`config.mk`:
```
export PLATFORM = sky130hd
export DESIGN_NAME = irlap_async_frame_deframer
export DESIGN_NICKNAME = d
export VERILOG_FILES = /design/src/rtl/irdf_pkg.sv /design/src/rtl/irlap_async_frame_deframer.sv /design/src/rtl/irdf_regs.sv /design/src/rtl/irdf_core.sv /design/src/rtl/irdf_outbuf.sv
export SDC_FILE = /design/constraint.sdc
export NUM_CORES = 1
export LEC_CHECK = 0
export BUFFER_PORTS_ARGS = -buffer_cell sky130_fd_sc_hd__buf_2
export CAP_MARGIN = 25
export CELL_PAD_IN_SITES_DETAIL_PLACEMENT = 1
export CELL_PAD_IN_SITES_GLOBAL_PLACEMENT = 2
export CORE_UTILIZATION = 31
export DETAILED_ROUTE_END_ITERATION = 10
export GPL_TIMING_DRIVEN = 0
export PLACE_DENSITY = 0.83
export SLEW_MARGIN = 30
export SYNTH_ARGS = -nofsm -noshare
export SYNTH_HDL_FRONTEND = slang
export SYNTH_SLANG_ARGS = --single-unit
```
`constraint.sdc`:
```
create_clock -name clk -period 3.36 [get_ports clk]
set_input_delay 0.336 -clock clk [delete_from_list [all_inputs] [get_ports clk]]
set_output_delay 0.336 -clock clk [all_outputs]
set_load 0.005 [all_outputs]
```
`src/rtl/irdf_pkg.sv`:
```
package irdf_pkg;

    localparam int ByteW  = 8;
    localparam int KindW  = 2;
    localparam int CountW = 9;
    localparam int AddrW  = 4;
    localparam int DataW  = 32;

    // transparency mask applied to the byte after an escape
    localparam logic [ByteW-1:0] XOR_MASK = 8'h20;

    // event codes
    localparam logic [KindW-1:0] EV_DATA  = 2'd0;
    localparam logic [KindW-1:0] EV_START = 2'd1;
    localparam logic [KindW-1:0] EV_END   = 2'd2;
    localparam logic [KindW-1:0] EV_ABORT = 2'd3;

    // register indexes (word address)
    localparam logic [1:0] REG_BEGIN  = 2'd0;
    localparam logic [1:0] REG_END    = 2'd1;
    localparam logic [1:0] REG_ESCAPE = 2'd2;

    // register reset values
    localparam logic [ByteW-1:0] BEGIN_RST  = 8'hC0;
    localparam logic [ByteW-1:0] END_RST    = 8'hC1;
    localparam logic [ByteW-1:0] ESCAPE_RST = 8'h7D;

    typedef enum logic [3:0] {
        PH_IDLE = 4'b0001,
        PH_BOF  = 4'b0010,
        PH_ESC  = 4'b0100,
        PH_DATA = 4'b1000
    } phase_t;

    typedef struct packed {
        logic [ByteW-1:0] begin_flag;
        logic [ByteW-1:0] end_flag;
        logic [ByteW-1:0] escape;
    } cfg_t;

    typedef struct packed {
        logic [ByteW-1:0]  frame_byte;
        logic [KindW-1:0]  event_kind;
        logic [CountW-1:0] frame_length;
        logic              overflow;
    } result_t;

endpackage

```
`src/rtl/irlap_async_frame_deframer.sv`:
```
// results are registered: output register first, skid register while it waits
// throughput: one received byte per cycle; the two-entry output stage (output register plus
//   skid register) keeps intake going while one result waits, and only a full skid entry holds
//   in_ready low
// reset (rst_n, async, active low): receive machine idle, count and overflow cleared,
//   flag registers back to 0xC0 / 0xC1 / 0x7D, output stage empty
module irlap_async_frame_deframer
    import irdf_pkg::*;
#(
    parameter int MAX_FRAME = 256
)
(
    input  logic              clk,
    input  logic              rst_n,

    // apb-style register port
    input  logic              psel,
    input  logic              penable,
    input  logic              pwrite,
    input  logic [AddrW-1:0]  paddr,
    input  logic [DataW-1:0]  pwdata,
    output logic [DataW-1:0]  prdata,
    output logic              pready,

    // received byte channel
    input  logic              in_valid,
    output logic              in_ready,
    input  logic [ByteW-1:0]  rx_byte,

    // frame event channel
    output logic              out_valid,
    input  logic              out_ready,
    output logic [ByteW-1:0]  frame_byte,
    output logic [KindW-1:0]  event_kind,
    output logic [CountW-1:0] frame_length,
    output logic              overflow
);

    // length limit, capped so the count still fits its 9 bits
    localparam int CapInt = (MAX_FRAME < 511) ? MAX_FRAME : 511;
    localparam logic [CountW-1:0] LenCap = CountW'(CapInt);

    cfg_t    cfg;
    logic    accept;
    logic    res_valid;
    result_t res;
    result_t out_data;
    logic    can_take;

    // an item is taken whenever the skid register is free
    assign in_ready = can_take;
    assign accept   = in_valid & can_take;

    // flag and escape byte registers
    irdf_regs u_regs (
        .clk     (clk),
        .rst_n   (rst_n),
        .psel    (psel),
        .penable (penable),
        .pwrite  (pwrite),
        .paddr   (paddr),
        .pwdata  (pwdata),
        .prdata  (prdata),
        .pready  (pready),
        .cfg     (cfg)
    );

    // receive machine: unstuffing, counting and event decode in one pass
    irdf_core #(
        .LEN_CAP (LenCap)
    ) u_core (
        .clk       (clk),
        .rst_n     (rst_n),
        .accept    (accept),
        .rx_byte   (rx_byte),
        .cfg       (cfg),
        .res_valid (res_valid),
        .res       (res)
    );

    // result register with skid entry; bytes that make no event are never loaded
    irdf_outbuf u_outbuf (
        .clk       (clk),
        .rst_n     (rst_n),
        .load      (accept & res_valid),
        .load_data (res),
        .can_take  (can_take),
        .out_valid (out_valid),
        .out_ready (out_ready),
        .out_data  (out_data)
    );

    assign frame_byte   = out_data.frame_byte;
    assign event_kind   = out_data.event_kind;
    assign frame_length = out_data.frame_length;
    assign overflow     = out_data.overflow;

endmodule

```
`src/rtl/irdf_regs.sv`:
```
module irdf_regs
    import irdf_pkg::*;
(
    input  logic             clk,
    input  logic             rst_n,
    input  logic             psel,
    input  logic             penable,
    input  logic             pwrite,
    input  logic [AddrW-1:0] paddr,
    input  logic [DataW-1:0] pwdata,
    output logic [DataW-1:0] prdata,
    output logic             pready,
    output cfg_t             cfg
);

    cfg_t       cfg_reg;
    cfg_t       cfg_next;
    logic       wr_en;
    logic [1:0] idx;

    assign pready = 1'b1;
    assign wr_en  = psel & penable & pwrite;
    assign idx    = paddr[3:2];
    assign cfg    = cfg_reg;

    always_comb
    begin
        cfg_next = cfg_reg;
        if (wr_en)
        begin
            case (idx)
                REG_BEGIN:  cfg_next.begin_flag = pwdata[ByteW-1:0];
                REG_END:    cfg_next.end_flag   = pwdata[ByteW-1:0];
                REG_ESCAPE: cfg_next.escape     = pwdata[ByteW-1:0];
                default:    cfg_next = cfg_reg;
            endcase
        end
    end

    always_comb
    begin
        case (idx)
            REG_BEGIN:  prdata = {{(DataW-ByteW){1'b0}}, cfg_reg.begin_flag};
            REG_END:    prdata = {{(DataW-ByteW){1'b0}}, cfg_reg.end_flag};
            REG_ESCAPE: prdata = {{(DataW-ByteW){1'b0}}, cfg_reg.escape};
            default:    prdata = '0;
        endcase
    end

    always_ff @(posedge clk or negedge rst_n)
    begin
        if (!rst_n)
        begin
            cfg_reg.begin_flag <= BEGIN_RST;
            cfg_reg.end_flag   <= END_RST;
            cfg_reg.escape     <= ESCAPE_RST;
        end
        else
        begin
            cfg_reg <= cfg_next;
        end
    end

endmodule

```
`src/rtl/irdf_core.sv`:
```
module irdf_core
    import irdf_pkg::*;
#(
    parameter logic [CountW-1:0] LEN_CAP = 9'd256
)
(
    input  logic             clk,
    input  logic             rst_n,
    input  logic             accept,
    input  logic [ByteW-1:0] rx_byte,
    input  cfg_t             cfg,
    output logic             res_valid,
    output result_t          res
);

    phase_t            phase_reg;
    phase_t            phase_next;
    logic [CountW-1:0] count_reg;
    logic [CountW-1:0] count_next;
    logic              ovf_reg;
    logic              ovf_next;
    logic              is_bof;
    logic              is_eof;
    logic              is_esc;
    logic              room;
    logic [ByteW-1:0]  out_byte;
    logic [KindW-1:0]  out_kind;

    assign is_bof = (rx_byte == cfg.begin_flag);
    assign is_eof = (rx_byte == cfg.end_flag);
    assign is_esc = (rx_byte == cfg.escape);
    assign room   = (count_reg < LEN_CAP);

    always_comb
    begin
        phase_next = phase_reg;
        count_next = count_reg;
        ovf_next   = ovf_reg;
        res_valid  = 1'b0;
        out_byte   = rx_byte;
        out_kind   = EV_DATA;
        case (phase_reg)
            PH_IDLE:
            begin
                if (is_bof)
                begin
                    phase_next = PH_BOF;
                    count_next = CountW'(1);
                    ovf_next   = 1'b0;
                    res_valid  = 1'b1;
                    out_kind   = EV_START;
                end
            end
            PH_BOF, PH_ESC:
            begin
                if (is_bof)
                begin
                    phase_next = PH_BOF;
                    count_next = CountW'(1);
                    ovf_next   = 1'b0;
                    res_valid  = 1'b1;
                    out_kind   = EV_START;
                end
                else if (is_esc && (phase_reg == PH_BOF))
                begin
                    phase_next = PH_ESC;
                end
                else if (is_eof)
                begin
                    // abort reports the count before the end flag
                    phase_next = PH_IDLE;
                    res_valid  = 1'b1;
                    out_kind   = EV_ABORT;
                end
                else
                begin
                    phase_next = PH_DATA;
                    if (phase_reg == PH_ESC)
                    begin
                        out_byte = rx_byte ^ XOR_MASK;
                    end
                    if (room)
                    begin
                        count_next = count_reg + CountW'(1);
                        res_valid  = 1'b1;
                    end
                    else
                    begin
                        ovf_next = 1'b1;
                    end
                end
            end
            PH_DATA:
            begin
                if (is_esc)
                begin
                    phase_next = PH_ESC;
                end
                else if (is_bof)
                begin
                    phase_next = PH_BOF;
                    count_next = CountW'(1);
                    ovf_next   = 1'b0;
                    res_valid  = 1'b1;
                    out_kind   = EV_START;
                end
                else if (is_eof)
                begin
                    // end flag is counted when there is room, frame ends anyway
                    phase_next = PH_IDLE;
                    res_valid  = 1'b1;
                    out_kind   = EV_END;
                    if (room)
                    begin
                        count_next = count_reg + CountW'(1);
                    end
                    else
                    begin
                        ovf_next = 1'b1;
                    end
                end
                else
                begin
                    if (room)
                    begin
                        count_next = count_reg + CountW'(1);
                        res_valid  = 1'b1;
                    end
                    else
                    begin
                        ovf_next = 1'b1;
                    end
                end
            end
            default:
            begin
                phase_next = PH_IDLE;
            end
        endcase
    end

    assign res.frame_byte   = out_byte;
    assign res.event_kind   = out_kind;
    assign res.frame_length = count_next;
    assign res.overflow     = ovf_next;

    always_ff @(posedge clk or negedge rst_n)
    begin
        if (!rst_n)
        begin
            phase_reg <= PH_IDLE;
            count_reg <= '0;
            ovf_reg   <= 1'b0;
        end
        else if (accept)
        begin
            phase_reg <= phase_next;
            count_reg <= count_next;
            ovf_reg   <= ovf_next;
        end
    end

endmodule

```
`src/rtl/irdf_outbuf.sv`:
```
module irdf_outbuf
    import irdf_pkg::*;
(
    input  logic    clk,
    input  logic    rst_n,
    input  logic    load,
    input  result_t load_data,
    output logic    can_take,
    output logic    out_valid,
    input  logic    out_ready,
    output result_t out_data
);

    logic    main_valid_reg;
    logic    main_valid_next;
    result_t main_data_reg;
    result_t main_data_next;
    logic    skid_valid_reg;
    logic    skid_valid_next;
    result_t skid_data_reg;
    result_t skid_data_next;
    logic    drain;

    assign can_take  = !skid_valid_reg;
    assign out_valid = main_valid_reg;
    assign out_data  = main_data_reg;
    assign drain     = main_valid_reg & out_ready;

    always_comb
    begin
        main_valid_next = main_valid_reg;
        main_data_next  = main_data_reg;
        skid_valid_next = skid_valid_reg;
        skid_data_next  = skid_data_reg;
        if (skid_valid_reg)
        begin
            // no new item while the skid stage is full
            if (drain)
            begin
                main_data_next  = skid_data_reg;
                skid_valid_next = 1'b0;
            end
        end
        else if (load)
        begin
            if (main_valid_reg && !out_ready)
            begin
                skid_valid_next = 1'b1;
                skid_data_next  = load_data;
            end
            else
            begin
                main_valid_next = 1'b1;
                main_data_next  = load_data;
            end
        end
        else if (drain)
        begin
            main_valid_next = 1'b0;
        end
    end

    always_ff @(posedge clk or negedge rst_n)
    begin
        if (!rst_n)
        begin
            main_valid_reg <= 1'b0;
            skid_valid_reg <= 1'b0;
        end
        else
        begin
            main_valid_reg <= main_valid_next;
            skid_valid_reg <= skid_valid_next;
        end
    end

    always_ff @(posedge clk)
    begin
        main_data_reg <= main_data_next;
        skid_data_reg <= skid_data_next;
    end

endmodule
```
==> results_dict.tcl <==
set metrics [dict create \
    cp_max_fo 17 \
    period_share_pct 92.5 \
    globalRoute.totalOverflow 0 \
    peakVddDrop_v 0.000308 \
    routed-wl-met3_um 717 \
    powerDensity_nw_per_um2 506 \
    largest_reg_flops 24 \
    pwr-share-seq_pct 43.8 \
    coreArea_um2 14500 \
    multi_input_area_um2 2200 \
    required_ns 3.42 \
    synth_flop_cell "edfxtp_1" \
    die_width_um 124 \
    wl_met1_mm 5.75 \
    hp-class "input port to flop" \
    wl_per_cell_um 19.0 \
    skew_ns 0.00579 \
    fin_hold_ws_ns 0.248 \
    dp_cells 674 \
    yosysUniqueCellTypes 64 \
    grt_pass1_vias 3679 \
    netlist_instances 411 \
    ctsRootBufferMaster "clkbuf_16" \
    ant_nets 0 \
    crit_chain "buf_2 -> xnor2_1 -> a211oi_2 -> nor2_1 -> clkbuf_1 -> a311oi_1 -> o21ai_1 -> a21boi_4 -> buf_16" \
    rows 44 \
    dr.pass1.iters 4 \
    fmax_ghz 0.322 \
    track_usage_pct 18.2 \
    cts_max_path_buffers 2 \
    routed-wl-met2_mm 6.54 \
    cp.arrival_ns 3.17 \
    slew_headroom_pct 43.1 \
    switching_share_pct 30.3 \
    synth_xor_area_share_pct 5.54 \
    setup_violations 0 \
    diodes 0 \
    critPathSlowestCell "dfstp_2" \
    cts_buffers 9 \
    rsz0062_at_grt "false" \
    h-tree-depth 3 \
    vias_per_cell 5.21 \
    drc 0 \
    start_util_pct 31.7 \
    topRoutingLayerUsed "met4" \
    grt_pass1_wl_mm 20.5 \
    startpoint_type "flop" \
    synth-compound-area-share_pct 15.1 \
    tightest_slew_ns 0.848 \
    critPathMaxStageDelay_ns 0.51 \
    path_delay_family "compound AO/OA/AOI/OAI gates" \
    p_leak_uw 0.00221 \
    finish.instance_area_um2 5570 \
    hold_violations 0 \
    drt_iter0_markers 110 \
    synth_adder_area_share_pct 0.273 \
    cts.sink_count 80 \
    crit_buf_inv 3 \
    dp_slack_ns -0.216 \
    die_h_um 124 \
    power_frac_comb_pct 23.3 \
    seq_area_um2 2220 \
    drive_gt1_share_pct 35.2 \
    maxCapViolations 0 \
    status "complete, no violations" \
    seq_area_frac_synth_pct 48.3 \
    ios 106 \
    critPathKind "flop to flop" \
    cts_tree "done" \
    yosys_warnings 0 \
    antenna_found_initial 0 \
    syn_area_per_cell_um2 11.2 \
    synth.cell_area_um2 4590 \
    area_growth_pct 21.5 \
    slew_viol_final 0 \
    gp_congestion 0.885 \
    fill_cells 1659 \
    drt_wl_total_mm 13.2 \
    synth-simple-area-share_pct 11.5 \
    p_int_uw 1970 \
    setup_slack_ns 0.251 \
    synth_top_family_by_area "compound AO/OA/AOI/OAI gates" \
    power_switching_uw 855 \
    synth-seq-cells 80 \
    nets 555 \
    clockPowerShare_pct 33.0 \
    synth_edf_count 40 \
    fp.dieArea_um2 15300 \
    place_area_um2 5250 \
    fin_cells 692 \
    dpl.hpwl_mm 9.43 \
    cts_setup_buffers 0 \
    clock_latency_ns 0.35 \
    clk_pin_slew_ns 0.06 \
    fin_crit_ns 3.11 \
    synth_mux_area_share_pct 12.0 \
    portBuffers 54 \
    via_count 3604 \
    grt_start_max_net_pins 25 \
    end_kind "flop" \
    synthArstFlopShare_pct 50.0 \
]
==> synthesized netlist by cell type, types with 3 or more instances <==
library cell	number	area, um2
mux2_2	41	462
edfxtp_1	40	1200
dfrtp_1	28	701
buf_4	27	203
nand2_1	23	86.3
o21ai_0	23	115
nor2_1	18	67.6
xor2_1	18	158
a31oi_1	13	81.3
a21oi_1	12	60.1
clkbuf_1	12	45.0
dfstp_2	12	315
nand3_1	11	55.1
xnor2_1	11	96.3
mux2i_1	9	90.1
inv_1	8	30.0
nor3_1	8	40.0
buf_2	7	35.0
nand4_1	7	43.8
a41oi_1	5	43.8
and3_1	5	31.3
nor4_1	5	31.3
a32oi_2	4	65.1
o22a_1	4	35.0
a31o_2	3	26.3
buf_1	3	11.3
nor2b_1	3	18.8
o311ai_0	3	26.3
==> power by group through the flow <==
stage	logic, uW	registers [uW]	clock network (uW)
finish	656	1230	931
floorplan	459	1220	0
detailed placement	635	1250	0
global placement	612	1240	0
global route	717	1250	989
CTS	641	1230	958
==> per-stage QoR <==
step / TNS, ns / util, % / power, uW
2_1_floorplan: 0 / - / 1680
3_3_place_gp: -39.66 / 35.7 / 1860
3_5_place_dp: -4.86 / 36.3 / 1880
4_1_cts: 0 / 38.3 / 2830
5_1_grt: 0 / 38.5 / 2950
6_report: 0 / 38.5 / 2820
==> per-layer routing <==
layer / GRT usage (%) / vias to the layer above
li1: - / 1685
met1: 23.3 / 1804
met2: 30.2 / 104
met3: 5.04 / 11
met4: 4.37 / 0
met5: 0 / -
==> final timing paths <==
kind	start	end	slack [ns]	depth (start not counted)
max	u_core.phase_reg[0]	u_outbuf.out_data[12]	0.25	9
min	pwdata[3]	u_regs.cfg[11]	0.25	2
max reg2reg	u_core.phase_reg[0]	u_outbuf.out_data[12]	0.25	9
min reg2reg	u_outbuf.skid_data_reg[8]	u_outbuf.out_data[8]	0.54	2
max in group asynchronous	rst_n	u_regs.cfg[2]	2.32	3
min in group asynchronous	rst_n	u_core.count_reg[7]	0.47	2
==> layout make-up <==
| type | count | share of cell area (%) |
|---|---|---|
| Buffer | 49 | 5.27 |
| Multi-Input combinational cell | 298 | 39.4 |
| Inverter | 8 | 0.539 |
| Tap cell | 184 | 4.13 |
| Timing Repair Buffer | 57 | 5.88 |
| Clock buffer | 13 | 4.67 |
| Clock inverter | 3 | 0.314 |
| Sequential cell | 80 | 39.8 |
==> layout by cell type (no fill, tap or decap), types with 4 or more instances in the layout <==
master / n
a41oi_1: 5
buf_2: 61
mux2i_1: 9
dfrtp_1: 28
o22a_1: 4
nand3_1: 11
a21oi_1: 12
xor2_1: 18
xnor2_1: 11
dfstp_2: 12
mux2_2: 41
nor2_1: 17
and3_1: 5
edfxtp_1: 40
nand2_1: 23
nand4_1: 7
conb_1: 25
buf_4: 27
o21ai_0: 22
clkbuf_16: 9
a31oi_1: 13
clkbuf_1: 14
a32oi_2: 4
nor3_1: 7
inv_1: 8
==> timing repair <==
item                                    4_1_cts  5_1_grt
endpoints found under the hold margin        10        0
pin swaps                                     1        0
endpoints found under the setup margin       29       37
resized for setup                             2        3
gates cloned                                  1        0
hold buffers                                  1        0
==> cells by family (layout without fill, tap and decap cells) <==
| kind of cell | count (synthesis) | after routing |
|---|---|---|
| DFF | 80 | 80 |
| and+or+nand+nor | 97 | 98 |
| muxes | 50 | 50 |
| AOI/OAI and AO/OA | 95 | 95 |
| adders and majority gates | 1 | 1 |
| xor gates and xnor gates | 29 | 29 |
| other | 2 | 25 |
| buffers and inverters | 57 | 130 |
No activity file was read; power rests on OpenSTA's default activity.
